===== config.mk =====
export PLATFORM = sky130hd
export DESIGN_NAME = selective_repeat_receiver_unit
export DESIGN_NICKNAME = d
export VERILOG_FILES = /design/src/srr_pkg.sv /design/src/srr_slot_mem.sv /design/src/srr_ctrl.sv /design/src/selective_repeat_receiver_unit.sv
export SDC_FILE = /design/constraint.sdc
export NUM_CORES = 1
export LEC_CHECK = 0
export BUFFER_PORTS_ARGS = -buffer_cell sky130_fd_sc_hd__buf_2
export CORE_ASPECT_RATIO = 0.7
export CORE_MARGIN = 2
export CORE_UTILIZATION = 54
export DETAILED_ROUTE_END_ITERATION = 10
export PLACE_DENSITY = 0.71
export SETUP_SLACK_MARGIN = 0.1
export SLEW_MARGIN = 10
export SYNTH_ARGS = -nofsm -noshare
export SYNTH_HDL_FRONTEND = slang
export SYNTH_SLANG_ARGS = --single-unit

===== constraint.sdc =====
create_clock -name clk -period 13.6 [get_ports clk]
set_input_delay 1.36 -clock clk [delete_from_list [all_inputs] [get_ports clk]]
set_output_delay 1.36 -clock clk [all_outputs]
set_load 0.01 [all_outputs]

===== src/srr_pkg.sv =====
// srr_pkg: shared types and default constants for the selective-repeat receiver.
// No dependencies; used by every module of the block.
package srr_pkg;

    localparam int WINDOW_DEF    = 8;
    localparam int SEQ_BITS_DEF  = 4;
    localparam int DATA_BITS_DEF = 64;
    localparam int ADDR_MAX_W    = 5;

    typedef enum logic [1:0] {
        ST_IDLE,
        ST_CLASSIFY,
        ST_LOOK,
        ST_EMIT
    } state_t;

    typedef enum logic {
        KIND_ACK  = 1'b0,
        KIND_DATA = 1'b1
    } kind_t;

    typedef struct packed {
        logic                  wr_en;
        logic [ADDR_MAX_W-1:0] wr_addr;
        logic                  rd_en;
        logic [ADDR_MAX_W-1:0] rd_addr;
    } mem_cmd_t;

endpackage


===== src/srr_slot_mem.sv =====
// srr_slot_mem: payload buffer for out-of-order packets, one write and one
// registered read port. Depends on srr_pkg.
module srr_slot_mem #(
    parameter int WINDOW    = srr_pkg::WINDOW_DEF,
    parameter int DATA_BITS = srr_pkg::DATA_BITS_DEF
) (
    input  logic                 clk,
    input  srr_pkg::mem_cmd_t    cmd,
    input  logic [DATA_BITS-1:0] wr_data,
    output logic [DATA_BITS-1:0] rd_data
);

    localparam int IDX_W = (WINDOW > 1) ? $clog2(WINDOW) : 1;

    logic [DATA_BITS-1:0] mem [WINDOW];
    logic [DATA_BITS-1:0] rd_data_reg;

    always_ff @(posedge clk)
    begin
        if (cmd.wr_en)
        begin
            mem[cmd.wr_addr[IDX_W-1:0]] <= wr_data;
        end
        if (cmd.rd_en)
        begin
            rd_data_reg <= mem[cmd.rd_addr[IDX_W-1:0]];
        end
    end

    assign rd_data = rd_data_reg;

endmodule


===== src/srr_ctrl.sv =====
// srr_ctrl: sequencer, window state, valid marks and output register of the
// selective-repeat receiver; one shared slot-index adder. Depends on srr_pkg.
module srr_ctrl #(
    parameter int WINDOW    = srr_pkg::WINDOW_DEF,
    parameter int SEQ_BITS  = srr_pkg::SEQ_BITS_DEF,
    parameter int DATA_BITS = srr_pkg::DATA_BITS_DEF
) (
    input  logic                  clk,
    input  logic                  rst_n,
    input  logic                  in_valid,
    output logic                  in_ready,
    input  logic [SEQ_BITS-1:0]   in_seq,
    input  logic                  in_ok,
    input  logic [DATA_BITS-1:0]  in_payload,
    output logic                  out_valid,
    input  logic                  out_ready,
    output srr_pkg::kind_t        out_kind,
    output logic [SEQ_BITS-1:0]   out_ack,
    output logic [DATA_BITS-1:0]  out_data,
    output logic                  out_last,
    output srr_pkg::mem_cmd_t     mem_cmd,
    output logic [DATA_BITS-1:0]  mem_wr_data,
    input  logic [DATA_BITS-1:0]  mem_rd_data
);

    localparam int IDX_W = (WINDOW > 1) ? $clog2(WINDOW) : 1;
    localparam int D_W   = $clog2(WINDOW + 1);
    localparam int SUM_W = D_W + 1;
    localparam int SW    = (SEQ_BITS > D_W) ? SEQ_BITS : D_W;

    srr_pkg::state_t       state_reg, state_next;
    logic [SEQ_BITS-1:0]   base_reg, base_next;
    logic [IDX_W-1:0]      head_reg, head_next;
    logic [WINDOW-1:0]     filled_reg, filled_next;
    logic [SEQ_BITS-1:0]   seq_reg, seq_next;
    logic                  ok_reg, ok_next;
    logic [DATA_BITS-1:0]  pay_reg, pay_next;
    logic [D_W-1:0]        d_reg, d_next;
    logic                  more_reg, more_next;
    logic [IDX_W-1:0]      p_reg, p_next;
    logic [DATA_BITS-1:0]  pend_reg, pend_next;
    logic                  out_valid_reg, out_valid_next;
    srr_pkg::kind_t        out_kind_reg, out_kind_next;
    logic [SEQ_BITS-1:0]   out_ack_reg, out_ack_next;
    logic [DATA_BITS-1:0]  out_data_reg, out_data_next;
    logic                  out_last_reg, out_last_next;

    logic [SEQ_BITS-1:0]   ahead;
    logic [SEQ_BITS-1:0]   behind;
    logic                  in_win;
    logic                  in_prev;
    logic [D_W-1:0]        off;
    logic [SUM_W-1:0]      sum;
    logic [IDX_W-1:0]      phys;
    logic                  out_free;
    logic [SW-1:0]         base_sum;

    assign ahead    = seq_reg - base_reg;
    assign behind   = base_reg - seq_reg;
    assign in_win   = int'(ahead) < WINDOW;
    assign in_prev  = (behind != '0) && (int'(behind) <= WINDOW);
    assign out_free = !out_valid_reg || out_ready;

    // shared slot-index unit: (head + offset) mod WINDOW
    assign off  = (state_reg == srr_pkg::ST_CLASSIFY) ? D_W'(ahead) : d_reg;
    assign sum  = SUM_W'(head_reg) + SUM_W'(off);
    assign phys = (sum >= SUM_W'(WINDOW)) ? IDX_W'(sum - SUM_W'(WINDOW)) : IDX_W'(sum);

    assign base_sum = SW'(base_reg) + SW'(d_reg);

    always_comb
    begin
        state_next     = state_reg;
        base_next      = base_reg;
        head_next      = head_reg;
        filled_next    = filled_reg;
        seq_next       = seq_reg;
        ok_next        = ok_reg;
        pay_next       = pay_reg;
        d_next         = d_reg;
        more_next      = more_reg;
        p_next         = p_reg;
        pend_next      = pend_reg;
        out_valid_next = out_valid_reg && !out_ready;
        out_kind_next  = out_kind_reg;
        out_ack_next   = out_ack_reg;
        out_data_next  = out_data_reg;
        out_last_next  = out_last_reg;
        mem_cmd        = '0;
        in_ready       = (state_reg == srr_pkg::ST_IDLE);

        case (state_reg)
            srr_pkg::ST_IDLE:
            begin
                if (in_valid)
                begin
                    seq_next   = in_seq;
                    ok_next    = in_ok;
                    pay_next   = in_payload;
                    state_next = srr_pkg::ST_CLASSIFY;
                end
            end
            srr_pkg::ST_CLASSIFY:
            begin
                if (!ok_reg || (!in_win && !in_prev))
                begin
                    state_next = srr_pkg::ST_IDLE;
                end
                else if (out_free)
                begin
                    out_valid_next = 1'b1;
                    out_kind_next  = srr_pkg::KIND_ACK;
                    out_ack_next   = seq_reg;
                    out_data_next  = '0;
                    out_last_next  = !(in_win && (ahead == '0));
                    if (in_win && (ahead != '0))
                    begin
                        mem_cmd.wr_en          = 1'b1;
                        mem_cmd.wr_addr        = srr_pkg::ADDR_MAX_W'(phys);
                        filled_next[phys]      = 1'b1;
                        state_next             = srr_pkg::ST_IDLE;
                    end
                    else if (in_win)
                    begin
                        pend_next  = pay_reg;
                        d_next     = D_W'(1);
                        state_next = srr_pkg::ST_LOOK;
                    end
                    else
                    begin
                        state_next = srr_pkg::ST_IDLE;
                    end
                end
            end
            srr_pkg::ST_LOOK:
            begin
                more_next       = (int'(d_reg) < WINDOW) && filled_reg[phys];
                p_next          = phys;
                mem_cmd.rd_en   = more_next;
                mem_cmd.rd_addr = srr_pkg::ADDR_MAX_W'(phys);
                state_next      = srr_pkg::ST_EMIT;
            end
            srr_pkg::ST_EMIT:
            begin
                if (out_free)
                begin
                    out_valid_next = 1'b1;
                    out_kind_next  = srr_pkg::KIND_DATA;
                    out_ack_next   = '0;
                    out_data_next  = pend_reg;
                    out_last_next  = !more_reg;
                    if (more_reg)
                    begin
                        filled_next[p_reg] = 1'b0;
                        d_next             = d_reg + D_W'(1);
                        pend_next          = mem_rd_data;
                        state_next         = srr_pkg::ST_LOOK;
                    end
                    else
                    begin
                        head_next  = p_reg;
                        base_next  = base_sum[SEQ_BITS-1:0];
                        state_next = srr_pkg::ST_IDLE;
                    end
                end
            end
            default:
            begin
                state_next = srr_pkg::ST_IDLE;
            end
        endcase
    end

    always_ff @(posedge clk or negedge rst_n)
    begin
        if (!rst_n)
        begin
            state_reg     <= srr_pkg::ST_IDLE;
            base_reg      <= '0;
            head_reg      <= '0;
            filled_reg    <= '0;
            out_valid_reg <= 1'b0;
        end
        else
        begin
            state_reg     <= state_next;
            base_reg      <= base_next;
            head_reg      <= head_next;
            filled_reg    <= filled_next;
            out_valid_reg <= out_valid_next;
        end
    end

    always_ff @(posedge clk)
    begin
        seq_reg      <= seq_next;
        ok_reg       <= ok_next;
        pay_reg      <= pay_next;
        d_reg        <= d_next;
        more_reg     <= more_next;
        p_reg        <= p_next;
        pend_reg     <= pend_next;
        out_kind_reg <= out_kind_next;
        out_ack_reg  <= out_ack_next;
        out_data_reg <= out_data_next;
        out_last_reg <= out_last_next;
    end

    assign mem_wr_data = pay_reg;
    assign out_valid   = out_valid_reg;
    assign out_kind    = out_kind_reg;
    assign out_ack     = out_ack_reg;
    assign out_data    = out_data_reg;
    assign out_last    = out_last_reg;

endmodule


===== src/selective_repeat_receiver_unit.sv =====
// selective_repeat_receiver_unit: top level of the selective-repeat ARQ receiver.
// Depends on srr_pkg, srr_slot_mem and srr_ctrl.
//
// Input stream (s_*): one packet per item. s_tuser is the checksum-ok flag;
// packets with it low are dropped. Output stream (m_*): m_tuser = 0 carries
// an acknowledgement, m_tuser = 1 a payload delivered upward; m_tlast marks
// the final output item caused by one packet. A base packet gives its ack,
// its own payload, then every buffered consecutive payload, in order.
// Sequence: a packet is accepted, then indexed and compared; the ack leaves
// through a one-entry output register. Each delivered payload then passes
// a slot lookup with registered buffer read, then an emit. s_tready is high
// only while no packet is in work. A stall on m_tready holds the output
// register and the sequencer; nothing is dropped. Reset clears the window
// base, the valid marks and the output register; buffer contents are only
// read behind a valid mark.
module selective_repeat_receiver_unit #(
    parameter int WINDOW    = srr_pkg::WINDOW_DEF,
    parameter int SEQ_BITS  = srr_pkg::SEQ_BITS_DEF,
    parameter int DATA_BITS = srr_pkg::DATA_BITS_DEF
) (
    input  logic clk,
    input  logic rst_n,
    input  logic s_tvalid,
    output logic s_tready,
    input  logic [((SEQ_BITS+DATA_BITS+7)/8)*8-1:0] s_tdata,  // seq_number, payload
    input  logic s_tuser,                                      // checksum_ok
    output logic m_tvalid,
    input  logic m_tready,
    output logic [((SEQ_BITS+DATA_BITS+7)/8)*8-1:0] m_tdata,  // ack_number, data
    output logic m_tuser,                                      // kind
    output logic m_tlast                                       // last
);

    localparam int TD_W = ((SEQ_BITS + DATA_BITS + 7) / 8) * 8;

    srr_pkg::mem_cmd_t    mem_cmd;
    logic [DATA_BITS-1:0] mem_wr_data;
    logic [DATA_BITS-1:0] mem_rd_data;
    srr_pkg::kind_t       out_kind;
    logic [SEQ_BITS-1:0]  out_ack;
    logic [DATA_BITS-1:0] out_data;

    srr_ctrl #(
        .WINDOW    (WINDOW),
        .SEQ_BITS  (SEQ_BITS),
        .DATA_BITS (DATA_BITS)
    ) u_ctrl (
        .clk         (clk),
        .rst_n       (rst_n),
        .in_valid    (s_tvalid),
        .in_ready    (s_tready),
        .in_seq      (s_tdata[SEQ_BITS-1:0]),
        .in_ok       (s_tuser),
        .in_payload  (s_tdata[SEQ_BITS +: DATA_BITS]),
        .out_valid   (m_tvalid),
        .out_ready   (m_tready),
        .out_kind    (out_kind),
        .out_ack     (out_ack),
        .out_data    (out_data),
        .out_last    (m_tlast),
        .mem_cmd     (mem_cmd),
        .mem_wr_data (mem_wr_data),
        .mem_rd_data (mem_rd_data)
    );

    srr_slot_mem #(
        .WINDOW    (WINDOW),
        .DATA_BITS (DATA_BITS)
    ) u_mem (
        .clk     (clk),
        .cmd     (mem_cmd),
        .wr_data (mem_wr_data),
        .rd_data (mem_rd_data)
    );

    assign m_tdata = TD_W'({out_data, out_ack});
    assign m_tuser = (out_kind == srr_pkg::KIND_DATA);

endmodule


==> results.md <==
- Grt peak-use layer: met2
- Sink Count: 805
- Post-CTS Resized: 0
- Worst setup EP type: flop
- Synth unique cells: 54
- Status: finished clean
- CTS tree: yes
- Final core utilization: 61.5%
- GRT Util Overall: 23.0%
- Max_slew headroom: between 15 and 20%
- Worst Min Path Start: u_ctrl.base_reg[3]$_DFFE_PN0P_
- Die height: 208 um
- Cell Area, Synth: 0.0322 sq mm
- Area growth, synth to finish: 12.0%
- Iteration-0 DRC Markers: 1780
- Post-DP HPWL: 35.7 mm
- Critical path startpoint category: flop
- Initial antenna violation count: 2
- Die Area: 0.0616 sq mm
- Crit share post-route: between 40 and 50%
- Vias per cell: around 5.9
- Initial Util: 54.9%
- Pre-Repair DR Iteration Count: 5
- Ys flop type: edfxtp_1
- Worst Hold Class: flop to flop
- Skew final: 0.0218 ns
- Fin. Hold Viols: 0
- Overall Power: roughly 6600 uW
- First-pass GRT wire length: 107 mm
- # rows: between 70 and 80
- Commonest non-fill, non-tap cell in the layout: edfxtp_1
- WP data arrival: 6.20 ns
- GRT overflow: 0
- Largest net degree at the start of global routing: between 100 and 150
- Cells on worst reg2reg path: 13
- RSZ-0062 raised after global routing: false
- Post-Syn Instances: a little over 2000
- Pwr/cell area: around 180 mW/mm^2
- Synth area leader: edfxtp_1
- Vias in the first global route: 17800
- CTS H-tree lvls: 3
- EDFF count, synth: between 700 and 800
- Max Clk Rate: 0.168 GHz
- # DRC: 0
- VDD IR max: 281 uV
- Top-area cell type share of the netlist area: 73.4%
- Routed Antenna Nets: 0
- Register area share after synthesis: 74.8%
- Cts hold-fix bufs: 0
- Cells taking the most area after synthesis: edfxtp_1 73%, nor2_1 3.2%, o311ai_0 2.5%
- Final slew viol count: 0
- # diodes: 0
- Final worst path period need: a little under 6 ns
- Gp weighted congestion: 0.792
- CP required: 13.84 ns
- Post-CTS Setup Bufs: 0
- Setup violators final: 0
- Worst slew pin tran: 1.23 ns
- Largest register FFs: 512
- Clock Tree Buf Depth: 3
- Clock slew seen by the registers of the worst setup and hold paths: 0.06 ns
- Critical-path maximum fanout: a little over 80
- Final WL: 70.4 mm
- Most frequent cells in the layout: 787 x edfxtp_1, 268 x nor2_1, 206 x nand2_1
- Synth Register Bits: 805
- Filler cells: 4235
- R2R Setup Slk: about 7.6 ns
- Mean post-synth cell area: 15.6 sq um
- Share of layout cells above drive strength 1: 21.0%
- Vias: 18000
- Layout Nets: 2266
- Clock latency on the worst-skew pair: 0.62 ns
- Die width: 296 um
- Hold WS: 0.494 ns
- Num ports: 153
- Core Region: 0.0586 sq mm
- Met3 Track Usage GR: 3.90%
- Hold depth: 1
- CTS root buf: clkbuf_16
- FF-to-FF End: u_mem.mem[7][58]$_DFFE_PP_
- Grt met1 use: 33.7%
- Drt wl/cell: 23.2 um
- Total CTS buffers: 75
- Post-synth ARST share: roughly 2.2%
- Port bufs: roughly 140
- Setup TNS: 0 ns
- M2 GR Usage: 36.0%
- Synth warnings: 0
- Crit Path Class: flop to flop
- Leakage: 0.0128 uW
- Max-cap violations: 0
- R2R Path Start: u_ctrl.state_reg[0]$_DFFE_PN0P_
- Hold worst-path end: u_ctrl.base_reg[3]$_DFFE_PN0P_
worst max-delay path by stage:
stage | start | to | slack (ns)
after floorplan | u_ctrl.seq_reg[0]$_DFFE_PP_ | u_mem.mem[0][0]$_DFFE_PP_ | 6.09
after global placement | u_ctrl.state_reg[0]$_DFFE_PN0P_ | u_mem.mem[7][55]$_DFFE_PP_ | 7.68
after detailed placement | u_ctrl.state_reg[0]$_DFFE_PN0P_ | u_mem.mem[7][61]$_DFFE_PP_ | 7.64
after CTS | u_ctrl.state_reg[0]$_DFFE_PN0P_ | u_mem.mem[7][55]$_DFFE_PP_ | 7.59
after global routing | u_ctrl.state_reg[0]$_DFFE_PN0P_ | u_mem.mem[7][58]$_DFFE_PP_ | 7.27
final | u_ctrl.state_reg[0]$_DFFE_PN0P_ | u_mem.mem[7][58]$_DFFE_PP_ | 7.64
through the flow:
| stage | instances | worst slack (ns) | cell area, sq um |
|---|---|---|---|
| 2_1_floorplan | 2073 | 6.09 | 32200 |
| 3_3_place_gp | 2896 | 7.68 | 33600 |
| 3_5_place_dp | 2896 | 7.64 | 33600 |
| 4_1_cts | 3031 | 7.59 | 36100 |
| 5_1_grt | 3031 | 7.27 | 36100 |
| 6_report | 3031 | 7.64 | 36100 |
per-layer routing:
layer  part of all wire (%)  wire, um
met1                     44     30700
met2                     47     32800
met3                    8.1      5680
met4                    1.7      1230
met5                      0         0
worst max-delay path, cell delays in order, from the launching register on:
cell and delay [ns]:
dfrtp_2 0.64, buf_4 0.62, nand2b_4 0.13, nand2_1 0.09, o21ai_0 0.14, ha_4 0.20, fa_1 0.43, xnor2_1 0.20
a21o_1 0.15, o22ai_4 0.14, inv_6 0.80, nand2_1 0.38, nor2_4 0.86, buf_4 0.73
layout make-up:
type,instances,area [sq um],area share (%)
multi-input cells,1107,7570,21.0
repair buffers,172,931,2.58
clock buffers,97,2000,5.55
inverters,14,58.8,0.163
well taps,798,998,2.77
clock inverters,38,414,1.15
flip-flops and latches,805,24100,66.8
synthesized netlist by cell type, drive strengths merged (5+ instances only):
| cell | n |
|---|---|
| mux2 | 131 |
| edfxtp | 787 |
| nand2 | 209 |
| o21ai | 21 |
| and2 | 6 |
| buf | 40 |
| nor2 | 273 |
| inv | 14 |
| xnor2 | 6 |
| nor2b | 5 |
| clkbuf | 107 |
| nand3 | 5 |
| and3 | 65 |
| ha | 11 |
| o311ai | 128 |
| o22ai | 67 |
| dfrtp | 18 |
| nor3 | 8 |
| or3 | 130 |
kinds of logic after synthesis:
group                    after synthesis  synth area share (%)
AO/OA/AOI/OAI                        236                  6.69
XOR/XNOR                               9                 0.288
adder cells (fa/ha/maj)               14                 0.614
buffers and inverters                161                  2.15
flip-flops                           805                  74.8
multiplexers                         135                  5.41
other                                  1                0.0116
AND/OR/NAND/NOR                      709                  10.1
power by group:
group	switching [uW]	leakage, uW	internal (uW)
clock network	881	0.00117	1200
logic	875	0.00425	424
registers	142	0.00737	3090
total	1900	0.0128	4710
Power figures use the tool's default switching activity.
